## config.mk

```make
export PLATFORM = sky130hd
export DESIGN_NAME = go_to_goal_steering
export DESIGN_NICKNAME = d
export VERILOG_FILES = /design/src/sv/ggs_pkg.sv /design/src/sv/ggs_cordic.sv /design/src/sv/ggs_div.sv /design/src/sv/go_to_goal_steering.sv
export SDC_FILE = /design/constraint.sdc
export NUM_CORES = 2
export LEC_CHECK = 0
export ABC_CLOCK_PERIOD_IN_PS = 16500
export BUFFER_PORTS_ARGS = -buffer_cell sky130_fd_sc_hd__buf_2
export CORE_AREA = 5 5 364 366
export CTS_CLUSTER_DIAMETER = 30
export DETAILED_ROUTE_END_ITERATION = 10
export DIE_AREA = 0 0 369 371
export GPL_TIMING_DRIVEN = 0
export PLACE_DENSITY = 0.58
export SLEW_MARGIN = 20
export SYNTH_ARGS = -nofsm -noshare
export SYNTH_HDL_FRONTEND = slang
export SYNTH_HIERARCHICAL = 1
export SYNTH_SLANG_ARGS = --single-unit
```

## constraint.sdc

```tcl
create_clock -name i_clk -period 16.5 [get_ports i_clk]
set_input_delay 0.825 -clock i_clk [delete_from_list [all_inputs] [get_ports i_clk]]
set_output_delay 0.825 -clock i_clk [all_outputs]
set_load 0.02 [all_outputs]
```

## src/sv/ggs_pkg.sv

```systemverilog
`timescale 1ns / 1ps
package ggs_pkg;

    localparam int COORD_W = 16;
    localparam int DIFF_W  = COORD_W + 1;
    localparam int X_W     = COORD_W + 20;
    localparam int XF_W    = COORD_W + 3;
    localparam int Z_W     = 30;
    localparam int FRAC    = 16;
    localparam int PROD_W  = XF_W + 16;
    localparam int BEAR_W  = Z_W - FRAC;
    localparam int ERR_W   = 15;
    localparam int MULP_W  = 21;
    localparam int QUO_W   = 10;
    localparam int DIVR_W  = 11;
    localparam logic [15:0] INV_GAIN = 16'd39797;

    localparam logic [2:0] REG_DIST_TOL  = 3'd0;
    localparam logic [2:0] REG_ANGLE_TOL = 3'd1;
    localparam logic [2:0] REG_SLOW      = 3'd2;
    localparam logic [2:0] REG_TURN      = 3'd3;
    localparam logic [2:0] REG_FWD       = 3'd4;

    localparam logic [1:0] ST_IDLE    = 2'd0;
    localparam logic [1:0] ST_MOVING  = 2'd1;
    localparam logic [1:0] ST_REACHED = 2'd2;

    typedef struct packed {
        logic                      cmd;
        logic signed [COORD_W-1:0] pos_x;
        logic signed [COORD_W-1:0] pos_y;
        logic signed [11:0]        heading;
    } t_in_word;

    typedef struct packed {
        logic signed [10:0] turn_drive;
        logic [9:0]         forward_drive;
        logic [1:0]         status;
    } t_out_word;

    typedef enum logic [2:0] {
        S_IDLE, S_PREP, S_CORDIC, S_DIST, S_ERR, S_DIV, S_OUT
    } t_state;

    // arctangent of 2^-i in tenths of a degree, 16 fraction bits
    function automatic logic [24:0] atan_tab(input logic [4:0] idx);
        logic [24:0] v;
        unique case (idx)
            5'd0:  v = 25'd29491200;
            5'd1:  v = 25'd17409672;
            5'd2:  v = 25'd9198793;
            5'd3:  v = 25'd4669451;
            5'd4:  v = 25'd2343786;
            5'd5:  v = 25'd1173036;
            5'd6:  v = 25'd586661;
            5'd7:  v = 25'd293348;
            5'd8:  v = 25'd146676;
            5'd9:  v = 25'd73339;
            5'd10: v = 25'd36669;
            5'd11: v = 25'd18335;
            5'd12: v = 25'd9167;
            5'd13: v = 25'd4584;
            5'd14: v = 25'd2292;
            5'd15: v = 25'd1146;
            5'd16: v = 25'd573;
            5'd17: v = 25'd286;
            5'd18: v = 25'd143;
            5'd19: v = 25'd72;
            5'd20: v = 25'd36;
            5'd21: v = 25'd18;
            5'd22: v = 25'd9;
            5'd23: v = 25'd4;
            default: v = 25'd0;
        endcase
        return v;
    endfunction

endpackage

```

## src/sv/ggs_cordic.sv

```systemverilog
`timescale 1ns / 1ps
module ggs_cordic #(
    parameter int CORDIC_STEPS = 16
) (
    input  logic                                i_clk,
    input  logic                                i_rst_n,
    input  logic                                i_start,
    input  logic signed [ggs_pkg::DIFF_W-1:0]   i_dx,
    input  logic signed [ggs_pkg::DIFF_W-1:0]   i_dy,
    output logic                                o_done,
    output logic [ggs_pkg::XF_W-1:0]            o_mag,
    output logic signed [ggs_pkg::Z_W-1:0]      o_angle
);
    import ggs_pkg::*;

    localparam int CW = $clog2(CORDIC_STEPS + 1);

    logic signed [X_W-1:0] r_x, r_y, n_x, n_y, xs, ys, x0, y0;
    logic signed [Z_W-1:0] r_z, n_z, tab;
    logic [CW-1:0]         r_cnt;
    logic                  r_busy;

    assign x0  = X_W'(i_dx) <<< FRAC;
    assign y0  = X_W'(i_dy) <<< FRAC;
    assign xs  = r_x >>> r_cnt;
    assign ys  = r_y >>> r_cnt;
    assign tab = Z_W'(atan_tab(5'(r_cnt)));

    always_comb begin
        if (!r_y[X_W-1]) begin
            n_x = r_x + ys;
            n_y = r_y - xs;
            n_z = r_z + tab;
        end else begin
            n_x = r_x - ys;
            n_y = r_y + xs;
            n_z = r_z - tab;
        end
    end

    always_ff @(posedge i_clk) begin
        if (!i_rst_n) begin
            r_busy <= 1'b0;
            r_cnt  <= '0;
        end else if (i_start) begin
            r_busy <= 1'b1;
            r_cnt  <= '0;
        end else if (r_busy) begin
            r_cnt <= r_cnt + 1'b1;
            if (r_cnt == CW'(CORDIC_STEPS - 1)) r_busy <= 1'b0;
        end
    end

    always_ff @(posedge i_clk) begin
        if (i_start) begin
            // pre-rotate by half a turn when the vector points backwards
            if (i_dx < 0) begin
                r_x <= -x0;
                r_y <= -y0;
                r_z <= (i_dy >= 0) ? Z_W'(1800 * 65536) : -Z_W'(1800 * 65536);
            end else begin
                r_x <= x0;
                r_y <= y0;
                r_z <= '0;
            end
        end else if (r_busy) begin
            r_x <= n_x;
            r_y <= n_y;
            r_z <= n_z;
        end
    end

    assign o_done  = r_busy && (r_cnt == CW'(CORDIC_STEPS - 1));
    assign o_mag   = r_x[X_W-1] ? '0 : r_x[FRAC +: XF_W];
    assign o_angle = r_z;

`ifndef ASSERT_OFF
    a_cnt_range: assert property (@(posedge i_clk) disable iff (!i_rst_n)
        r_busy |-> r_cnt < CW'(CORDIC_STEPS)) else $error("cordic count overrun");
    a_done_ends: assert property (@(posedge i_clk) disable iff (!i_rst_n)
        o_done && !i_start |=> !r_busy) else $error("cordic runs past done");
    a_start_busy: assert property (@(posedge i_clk) disable iff (!i_rst_n)
        i_start |=> r_busy && r_cnt == '0) else $error("cordic start lost");
`endif
endmodule

```

## src/sv/ggs_div.sv

```systemverilog
`timescale 1ns / 1ps
module ggs_div (
    input  logic                             i_clk,
    input  logic                             i_rst_n,
    input  logic                             i_start,
    input  logic [ggs_pkg::MULP_W-1:0]       i_dividend,
    input  logic [ggs_pkg::DIVR_W-1:0]       i_divisor,
    output logic                             o_done,
    output logic [ggs_pkg::QUO_W-1:0]        o_quot
);
    import ggs_pkg::*;

    logic [MULP_W-1:0] r_q;
    logic [DIVR_W-1:0] r_rem, r_div;
    logic [DIVR_W:0]   rem_sh;
    logic              fits;
    logic [4:0]        r_cnt;
    logic              r_busy;

    // one quotient bit a cycle, dividend shifts out as quotient shifts in
    assign rem_sh = {r_rem, r_q[MULP_W-1]};
    assign fits   = rem_sh >= {1'b0, r_div};

    always_ff @(posedge i_clk) begin
        if (!i_rst_n) begin
            r_busy <= 1'b0;
            r_cnt  <= '0;
        end else if (i_start) begin
            r_busy <= 1'b1;
            r_cnt  <= '0;
        end else if (r_busy) begin
            r_cnt <= r_cnt + 1'b1;
            if (r_cnt == 5'(MULP_W - 1)) r_busy <= 1'b0;
        end
    end

    always_ff @(posedge i_clk) begin
        if (i_start) begin
            r_q   <= i_dividend;
            r_rem <= '0;
            r_div <= i_divisor;
        end else if (r_busy) begin
            r_q   <= {r_q[MULP_W-2:0], fits};
            r_rem <= fits ? DIVR_W'(rem_sh - {1'b0, r_div}) : rem_sh[DIVR_W-1:0];
        end
    end

    // the last quotient bit is still being decided on the done cycle
    assign o_done = r_busy && (r_cnt == 5'(MULP_W - 1));
    assign o_quot = {r_q[QUO_W-2:0], fits};

`ifndef ASSERT_OFF
    a_rem_below: assert property (@(posedge i_clk) disable iff (!i_rst_n)
        r_busy && r_cnt != '0 |-> r_rem < r_div) else $error("remainder not reduced");
    a_done_ends: assert property (@(posedge i_clk) disable iff (!i_rst_n)
        o_done && !i_start |=> !r_busy) else $error("divider runs past done");
    a_start_busy: assert property (@(posedge i_clk) disable iff (!i_rst_n)
        i_start |=> r_busy) else $error("divider start lost");
`endif
endmodule

```

## src/sv/go_to_goal_steering.sv

```systemverilog
`timescale 1ns / 1ps
// Go-to-goal steering. A goal word, or a pose word while the block is idle, goes straight
// to the output state; a pose word in motion first passes through the prep, CORDIC,
// distance and error states, with the one-iteration-a-cycle CORDIC that finds bearing and
// distance, and then the bit-serial divider that scales forward speed, one quotient bit a
// cycle; when the goal is reached or the slow angle is zero the divider is skipped.
// One word is worked on at a time; the input stalls until the result sits in the
// output register, and a finished result may wait there while the next word is accepted.
module go_to_goal_steering #(
    parameter int CORDIC_STEPS = 16
) (
    input  logic                i_clk,
    input  logic                i_rst_n,
    input  logic                i_in_valid,
    output logic                o_in_stall,
    input  ggs_pkg::t_in_word   i_in_data,
    output logic                o_out_valid,
    input  logic                i_out_stall,
    output ggs_pkg::t_out_word  o_out_data,
    input  logic                i_cfg_valid,
    output logic                o_cfg_ready,
    input  logic [2:0]          i_cfg_index,
    input  logic [11:0]         i_cfg_data
);
    import ggs_pkg::*;

    t_state r_state, n_state;

    logic [11:0] r_dtol;
    logic [10:0] r_atol, r_slow;
    logic [9:0]  r_tspd, r_fspd;

    logic signed [COORD_W-1:0] r_gx, r_gy, r_px, r_py;
    logic signed [11:0]        r_hd;
    logic                      r_moving;
    t_out_word                 r_res, r_out;
    logic                      r_out_valid;

    logic signed [DIFF_W-1:0] dx, dy, adx, ady;
    logic                     cordic_start, cordic_done, div_start, div_done;
    logic [XF_W-1:0]          cmag;
    logic signed [Z_W-1:0]    cang;
    logic [QUO_W-1:0]         quot;
    logic [PROD_W-1:0]        r_prod, prod_rnd;
    logic [PROD_W-17:0]       dist_mm;
    logic signed [Z_W-1:0]    zr;
    logic signed [BEAR_W-1:0] bearing;
    logic signed [ERR_W-1:0]  err_raw, err;
    logic [ERR_W-1:0]         aerr;
    logic [10:0]              amin;
    logic [MULP_W-1:0]        mulp;
    logic                     accept, take_out, reached, out_free;

    assign accept      = i_in_valid && !o_in_stall;
    assign take_out    = r_out_valid && !i_out_stall;
    assign out_free    = !r_out_valid || !i_out_stall;
    assign o_cfg_ready = 1'b1;

    always_ff @(posedge i_clk) begin
        if (!i_rst_n) begin
            r_dtol <= 12'd100;
            r_atol <= 11'd20;
            r_slow <= 11'd300;
            r_tspd <= 10'd500;
            r_fspd <= 10'd300;
        end else if (i_cfg_valid) begin
            unique case (i_cfg_index)
                REG_DIST_TOL:  r_dtol <= i_cfg_data;
                REG_ANGLE_TOL: r_atol <= i_cfg_data[10:0];
                REG_SLOW:      r_slow <= i_cfg_data[10:0];
                REG_TURN:      r_tspd <= i_cfg_data[9:0];
                REG_FWD:       r_fspd <= i_cfg_data[9:0];
                default: ;
            endcase
        end
    end

    // per-axis differences, zeroed inside the tolerance
    always_comb begin
        dx  = DIFF_W'(r_gx) - DIFF_W'(r_px);
        dy  = DIFF_W'(r_gy) - DIFF_W'(r_py);
        adx = dx[DIFF_W-1] ? -dx : dx;
        ady = dy[DIFF_W-1] ? -dy : dy;
        if ($unsigned(adx) < DIFF_W'(r_dtol)) dx = '0;
        if ($unsigned(ady) < DIFF_W'(r_dtol)) dy = '0;
    end

    ggs_cordic #(.CORDIC_STEPS(CORDIC_STEPS)) u_cordic (
        .i_clk   (i_clk),
        .i_rst_n (i_rst_n),
        .i_start (cordic_start),
        .i_dx    (dx),
        .i_dy    (dy),
        .o_done  (cordic_done),
        .o_mag   (cmag),
        .o_angle (cang)
    );

    assign prod_rnd = r_prod + PROD_W'(32768);
    assign dist_mm  = prod_rnd[PROD_W-1:16];
    assign reached  = dist_mm <= (PROD_W - 16)'(r_dtol);
    assign zr       = cang + Z_W'(32768);
    assign bearing  = zr[Z_W-1:FRAC];

    always_comb begin
        err_raw = ERR_W'(bearing) - ERR_W'(r_hd);
        if (err_raw >= ERR_W'(1800))       err = err_raw - ERR_W'(3600);
        else if (err_raw <= -ERR_W'(1800)) err = err_raw + ERR_W'(3600);
        else                               err = err_raw;
        aerr = err[ERR_W-1] ? ERR_W'(-err) : ERR_W'(err);
        amin = (aerr > ERR_W'(r_slow)) ? r_slow : aerr[10:0];
    end

    assign mulp = MULP_W'(r_fspd) * MULP_W'(r_slow - amin);

    ggs_div u_div (
        .i_clk      (i_clk),
        .i_rst_n    (i_rst_n),
        .i_start    (div_start),
        .i_dividend (mulp),
        .i_divisor  (r_slow),
        .o_done     (div_done),
        .o_quot     (quot)
    );

    always_comb begin
        n_state = r_state;
        unique case (r_state)
            S_IDLE:   if (accept) n_state = (i_in_data.cmd && r_moving) ? S_PREP : S_OUT;
            S_PREP:   n_state = S_CORDIC;
            S_CORDIC: if (cordic_done) n_state = S_DIST;
            S_DIST:   n_state = S_ERR;
            S_ERR:    n_state = (reached || r_slow == '0) ? S_OUT : S_DIV;
            S_DIV:    if (div_done) n_state = S_OUT;
            S_OUT:    if (out_free) n_state = S_IDLE;
            default:  n_state = S_IDLE;
        endcase
    end

    always_comb begin
        o_in_stall   = r_state != S_IDLE;
        cordic_start = r_state == S_PREP;
        div_start    = (r_state == S_ERR) && !reached && (r_slow != '0);
    end

    always_ff @(posedge i_clk) begin
        if (!i_rst_n) begin
            r_state     <= S_IDLE;
            r_moving    <= 1'b0;
            r_gx        <= '0;
            r_gy        <= '0;
            r_out_valid <= 1'b0;
        end else begin
            r_state <= n_state;
            if (accept && !i_in_data.cmd) begin
                r_gx     <= i_in_data.pos_x;
                r_gy     <= i_in_data.pos_y;
                r_moving <= 1'b1;
            end
            if (r_state == S_ERR && reached) r_moving <= 1'b0;
            if (r_state == S_OUT && out_free) r_out_valid <= 1'b1;
            else if (take_out)                r_out_valid <= 1'b0;
        end
    end

    always_ff @(posedge i_clk) begin
        if (accept) begin
            r_px <= i_in_data.pos_x;
            r_py <= i_in_data.pos_y;
            r_hd <= i_in_data.heading;
            r_res.turn_drive    <= '0;
            r_res.forward_drive <= '0;
            r_res.status        <= !i_in_data.cmd ? ST_MOVING :
                                   (r_moving ? ST_MOVING : ST_IDLE);
        end
        if (r_state == S_DIST) r_prod <= PROD_W'(cmag) * INV_GAIN;
        if (r_state == S_ERR) begin
            if (reached) begin
                r_res.status <= ST_REACHED;
            end else if (aerr > ERR_W'(r_atol)) begin
                r_res.turn_drive <= err[ERR_W-1] || err == '0 ? -11'(r_tspd) : 11'(r_tspd);
            end
        end
        if (r_state == S_DIV && div_done) r_res.forward_drive <= quot;
        if (r_state == S_OUT && out_free) r_out <= r_res;
    end

    assign o_out_valid = r_out_valid;
    assign o_out_data  = r_out;

`ifndef ASSERT_OFF
    a_reached_still: assert property (@(posedge i_clk) disable iff (!i_rst_n)
        o_out_valid && o_out_data.status != ST_MOVING |->
        o_out_data.turn_drive == '0 && o_out_data.forward_drive == '0)
        else $error("drive given while not in motion");
    a_status_code: assert property (@(posedge i_clk) disable iff (!i_rst_n)
        o_out_valid |-> o_out_data.status != 2'd3) else $error("bad status code");
    a_busy_after: assert property (@(posedge i_clk) disable iff (!i_rst_n)
        accept |=> o_in_stall) else $error("second word taken while busy");
`endif
endmodule
```

Yosys cells after proc, flatten, opt, wreduce, memory -nomap -nowiden:

Memories as Yosys holds them, arrays and structs flattened. A register that Yosys moved wholly into a read port is not among the register bits.
Index checks and enable logic that the tools add are counted.

* input port bits: 65
* memories kept: 1
* register bits: 373
* bits in read-only memories: 800
* output and inout bits: 26
* word-level logic and storage cells: 175

* magnitude comparators: 10
* $mul: 2
* mux-type cells: 52
* add/subtract/negate cells: 23
* bitwise operators: 1
* reduce and logical (&&, ||, !) cells: 38
* shift-type cells: 2
* eq/ne operators: 16

Memories
* (name not given): depth 32, bits a word 25, read ports 1, clocked after Yosys merged registers in 1, wr ports 0, line ggs_pkg.sv:48 `unique case (idx)`

Operators with widths (count)
* 36-bit two-way mux: 8
* 30-bit two-way mux: 5
* 36-bit adder: 2
* 33-bit negator with 36-bit output: 2
* 36-bit by 5-bit >>> shifter with 36-bit output: 2
* 36-bit subtractor: 2
* 17-bit two-way mux: 4
* 11-bit two-way mux: 6
* 15-bit two-way mux: 3
* 21-bit two-way mux: 2
* 35-bit by 16-bit adder with 35-bit output (second input constant): 1
* 19-bit by 16-bit multiplier with 35-bit output (second input constant): 1
* 17-bit by 12-bit < comparator with 1-bit output: 2
* 17-bit negator: 2
* 16-bit by 16-bit subtractor with 17-bit output: 2
* 30-bit by 17-bit adder with 30-bit output (second input constant): 1
* 30-bit by 26-bit adder with 30-bit output: 1
* 15-bit by 11-bit > comparator with 1-bit output: 2
* 30-bit by 26-bit subtractor with 30-bit output: 1
* 23-bit two-way mux: 1
* 11-bit by 12-bit multiplier with 21-bit output: 1
* 3-bit one-hot mux with 7 select lines: 1
* 19-bit by 12-bit less-or-equal comparator with 1-bit output: 1
* 19-bit two-way mux: 1
* other kinds (37): 90

Logic depth before layout (Yosys ltp):

* depth in word-level cells: 12
* mapped depth: 66
* depth with buffers taken out: 65

Cells and area by module:

The synthesis kept the hierarchy.

Modules (own cells, without submodules)
* go_to_goal_steering: area each 23517.6 um^2, cells an instance 2596, times used 1, sequential area each 4994.8 um^2
* ggs_cordic: area each 18544.0 um^2, cells an instance 2149, times used 1, sequential area each 3683.5 um^2
* ggs_div: area each 2687.6 um^2, cells an instance 232, times used 1, sequential area each 1301.2 um^2

Worst setup path before layout:

Ideal clock, no wire load.

* path type: register to register
* from: reg u_cordic.r_z[17] (netlist: u_cordic/o_angle[17])
* to: reg u_div.r_q[20], data pin
* library setup time: 0.260 ns
* setup slack: 4.071 ns
* required time: 16.240 ns
* cell stages (with the launch flop): 63
* path buffers: 2
* data arrival time: 12.169 ns
* clock period less this slack: 12.429 ns
* path through: edfxtp_1 -> and3_1 -> and3_1 -> nand3_1 -> xnor2_1 -> ha_1 -> or3_1 -> or2_0 -> o22ai_2 -> mux2_4 -> a21oi_2 -> o311ai_1 -> nand3_1 -> nor2_1 -> o22ai_1 -> clkbuf_1 -> nor2_1 -> a21oi_1 -> (+27 left out) -> nand2_1 -> fa_1 -> inv_1 -> fa_1 -> fa_1 -> fa_1 -> inv_1 -> fa_1 -> inv_1 -> ha_1 -> nor3_1 -> nor2_1 -> a31oi_1 -> nor2b_1 -> o21ai_0 -> a21oi_1 -> xnor2_1 -> mux2_2

* longest elaborated chain between the ends: 12
* elaborated cells on any way between the ends: 15
* classes of those cells: add/sub (6); mul (1); order compare (3); mux (5)

Ends and longest elaborated chain
* from (decl): line ggs_cordic.sv:19 `logic signed [Z_W-1:0] r_z, n_z, tab;`
* from (signal assigned): line ggs_cordic.sv:60 `r_z <= (i_dy >= 0) ? Z_W'(1800 * 65536) : -Z_W'(1800 * 65536);`
* from (signal assigned): line ggs_cordic.sv:69 `r_z <= n_z;`
* 30-bit by 17-bit adder with 30-bit output (*): line go_to_goal_steering.sv:102 `assign zr = cang + Z_W'(32768);`
* 14-bit by 12-bit subtractor with 15-bit output (*): line go_to_goal_steering.sv:106 `err_raw = ERR_W'(bearing) - ERR_W'(r_hd);`
* 15-bit by 13-bit adder with 15-bit output or 15-bit by 12-bit less-or-equal comparator with 1-bit output (tied branches): line go_to_goal_steering.sv:108 `else if (err_raw <= -ERR_W'(1800)) err = err_raw + ERR_W'(3600);`
* 15-bit two-way mux: line go_to_goal_steering.sv:108
* 15-bit two-way mux (*): line go_to_goal_steering.sv:107 `if (err_raw >= ERR_W'(1800)) err = err_raw - ERR_W'(3600);`
* 15-bit negator: line go_to_goal_steering.sv:110 `aerr = err[ERR_W-1] ? ERR_W'(-err) : ERR_W'(err);`
* 15-bit two-way mux (*): line go_to_goal_steering.sv:110
* 15-bit by 11-bit > comparator with 1-bit output: line go_to_goal_steering.sv:111 `amin = (aerr > ERR_W'(r_slow)) ? r_slow : aerr[10:0];`
* 11-bit two-way mux (*): line go_to_goal_steering.sv:111
* 11-bit by 11-bit subtractor with 12-bit output (*): line go_to_goal_steering.sv:114 `assign mulp = MULP_W'(r_fspd) * MULP_W'(r_slow - amin);`
* 11-bit by 12-bit multiplier with 21-bit output (*): line go_to_goal_steering.sv:114
* named net mulp[20]: line go_to_goal_steering.sv:51 `logic [MULP_W-1:0] mulp;`
* 21-bit two-way mux (*): line ggs_div.sv:38 `if (i_start) begin`
* to (signal assigned): line ggs_div.sv:39 `r_q <= i_dividend;`
* to (signal assigned): line ggs_div.sv:43 `r_q <= {r_q[MULP_W-2:0], fits};`
* to (decl): line ggs_div.sv:13 `logic [MULP_W-1:0] r_q;`

The timed path passes the listed nets; every way through them passes the cells marked *.
A chain may end at the register's enable or synchronous reset.

Worst setup path after layout:

* from: reg u_cordic.r_z[15] (netlist: u_cordic/o_angle[15])
* to: reg u_div.r_q[20], data pin

Same word-level chain as after synthesis.

==> reports/results.tsv <==
metric	value	unit
skew final	0.0538	ns
clk sinks	383	
CP max FO	10	
syn nets	5716	
hold path cells	1	
post-DP HPWL	119000	µm
crit path kind	flip-flop to flip-flop	
post-synthesis cell count	4977	
CP Buf/Inv Count	7	
Reg2Reg Setup Slack	1.43	ns
hold crit path type	input pin to flip-flop	
vias in the first global route	38154	
CTS tree	done	
Hold Violations, Final	0	
Clk pin slew, worst setup/hold paths	0.05	ns
largest net degree at the start of global routing	46	
total grt overflow	0	
Period minus WS final	15.07	ns
slowest cell on the critical path	a21oi_1	
M1 GR Usage	28.1	%
Rel. slew slack	18.7	%
Die W	369	µm
post-synthesis area per instance	8.99	µm²
CTS root buf	clkbuf_16	
Final setup viols	0	
YS warnings	6	
Post-DRT Antenna Nets	0	
io pins	91	
later-pin clock latency in the skew report	0.70	ns
slowest cell delay on critical path	0.68	ns
Layout area overhead	14.3	%
commonest non-fill, non-tap cell in the layout	inv_1	
H-tree depth	3	
Data required, critical path	16.95	ns
setup bufs post-CTS	0	
commonest non-fill, non-tap cells in the layout	inv_1, nand2_1, ha_1	
Worst Tran Pin Value	1.22	ns
met2 Track Usage GR	35.4	%
Reg2Reg Depth	61	
FMAX	66.3	MHz
area of the multi-input gates	0.0317	mm²
layer with the highest usage	met2	
Cell Area, Synth	0.0447	mm²
post-DR wirelength/cell	22.0	µm
Crit Reg-Reg Startpoint	u_cordic/o_angle[15]	
TNS Setup	0	ns
gr usage total	21.8	%
DRC	0	
PortBufs	89	
part of the cycle the worst path needs	91.4	%
CP delay by family, top	compound AO/OA/AOI/OAI gates	
Async SR Flop Fraction	0	%
CTS Buf Count	105	
Max Cap Viol	0	
post-cts resize count	0	
most frequent CP cell	o21ai_0	
status	complete, no violations	
Unique masters post-synth	129	
first-pass GRT wire length	231000	µm
via count	38583	
CP endpoint kind	flip-flop	
CTS max path bufs	3	
Routability Congestion	1.02	
hold_sp	i_in_data[29]	
WHS Endpoint	r_px[1]	
ys flop type	edfxtp_1	
RSZ-0062 raised after global routing	false	
synthesis-stage register bit count	383	
Post-synth EDFFs	231	
nets	5916	
Starting Density	34.7	%
register area	0.00998	mm²
First-pass DRT Iterations	6	
First DRT Iteration DRCs	3387	
die height	371	µm
critical path startpoint category	flip-flop	
cts hold-fix bufs	0	
share of cells above drive strength 1	11.5	%
core footprint	0.129	mm²
final slew viol count	0	
Routed WL	153000	µm
GRT met3 Usage	4.87	%
die footprint	0.137	mm²
Crit Reg-Reg Endpoint	u_div/r_q[20]	
num rows	132	
CP Data Arrival Time	15.52	ns
vias per std cell	5.55	
Seq/Total Area, Yosys	22.3	%
fillers	12899	
initial antenna violation count	15	
[routing by layer]
metal  up-vias  share of wire, %  routed length, µm
met5         -            0.0065                 10
met4         2               4.4               6690
met3       414               7.9              12100
met2      1442                45              68700
met1     18753                43              65300
li1      17972                 -                  -
[stage by stage]
step                      cell area (µm²)  setup slack, ns  hold slack (ns)  cells  utilization, %
final                               51100             1.43            0.331   6953            39.7
after floorplan                     44700             4.07            0.400   4977               -
after global placement              47300             1.52            0.404   6741            36.7
after CTS                           51100             1.41            0.279   6944            39.7
after global routing                51100            0.247            0.302   6944            39.7
after detailed placement            47400             1.43            0.406   6745            36.8
[worst max-delay path by stage]
stage	start	endpoint	slack (ns)	cells past startpoint
floorplan	u_cordic/o_angle[17]	u_div/r_q[20]	4.07	62
global placement	u_cordic/o_angle[15]	u_div/r_q[20]	1.52	61
detailed placement	u_cordic/o_angle[15]	u_div/r_q[20]	1.43	61
CTS	u_cordic/o_angle[15]	u_div/r_q[20]	1.41	61
global route	u_cordic/o_angle[15]	u_div/r_q[20]	0.25	62
finish	u_cordic/o_angle[15]	u_div/r_q[20]	1.43	61
[sequential cells by signal (all words and copies together) (netlist names), 3 cells and up]
register	count
u_cordic/r_x	36
u_cordic/r_y	36
u_cordic/o_angle	30
u_cordic/tab	25
o_out_data	23
r_res	23
u_div/r_q	21
r_prod	20
r_gx	16
r_gy	16
r_px	16
r_py	16
r_dtol	12
r_hd	12
r_atol	11
r_slow	11
u_div/r_div	11
u_div/r_rem	11
r_fspd	10
r_tspd	10
u_cordic/r_cnt	5
u_div/r_cnt	5
r_state	3
[synth_stat cells, types with 103 or more instances]
cell / instances / area [µm²]
inv_1: 546 / 2050
nand2_1: 484 / 1820
ha_1: 435 / 5440
nor2_1: 336 / 1260
a21oi_1: 247 / 1240
fa_1: 239 / 4780
xnor2_1: 233 / 2040
edfxtp_1: 231 / 6940
o21ai_0: 206 / 1030
dfxtp_1: 152 / 3040
clkbuf_1: 119 / 447
mux2i_1: 113 / 1130
xor2_1: 110 / 963
nand3_1: 103 / 515
[layout make-up]
| type | count | share of cell area [%] |
|---|---|---|
| Timing Repair Buffer | 93 | 1.04 |
| Antenna cell | 9 | 0.0440 |
| Clock inverter | 74 | 1.66 |
| Inverter | 551 | 4.05 |
| Buffer | 212 | 2.08 |
| Clock buffer | 125 | 5.46 |
| Tap cell | 1675 | 4.10 |
| Sequential cell | 383 | 19.5 |
| Multi-Input combinational cell | 3831 | 62.0 |
[logic make-up (layout without fill, tap and decap cells)]
logic type | count (synthesis) | in the layout | share of synthesized area [%]
and+or+nand+nor | 1455 | 1455 | 16.0
AOI/OAI and AO/OA | 1094 | 1094 | 16.5
buffers and inverters | 763 | 1055 | 6.99
adders and majority gates | 674 | 674 | 22.9
DFF | 383 | 383 | 22.3
xor gates and xnor gates | 344 | 344 | 6.75
muxes | 263 | 263 | 8.61
other | 1 | 10 | 0.00838
Power is left out: the tool's default activity adds up to more than one toggle a clock period on the data nets, which glitch-free logic cannot reach.
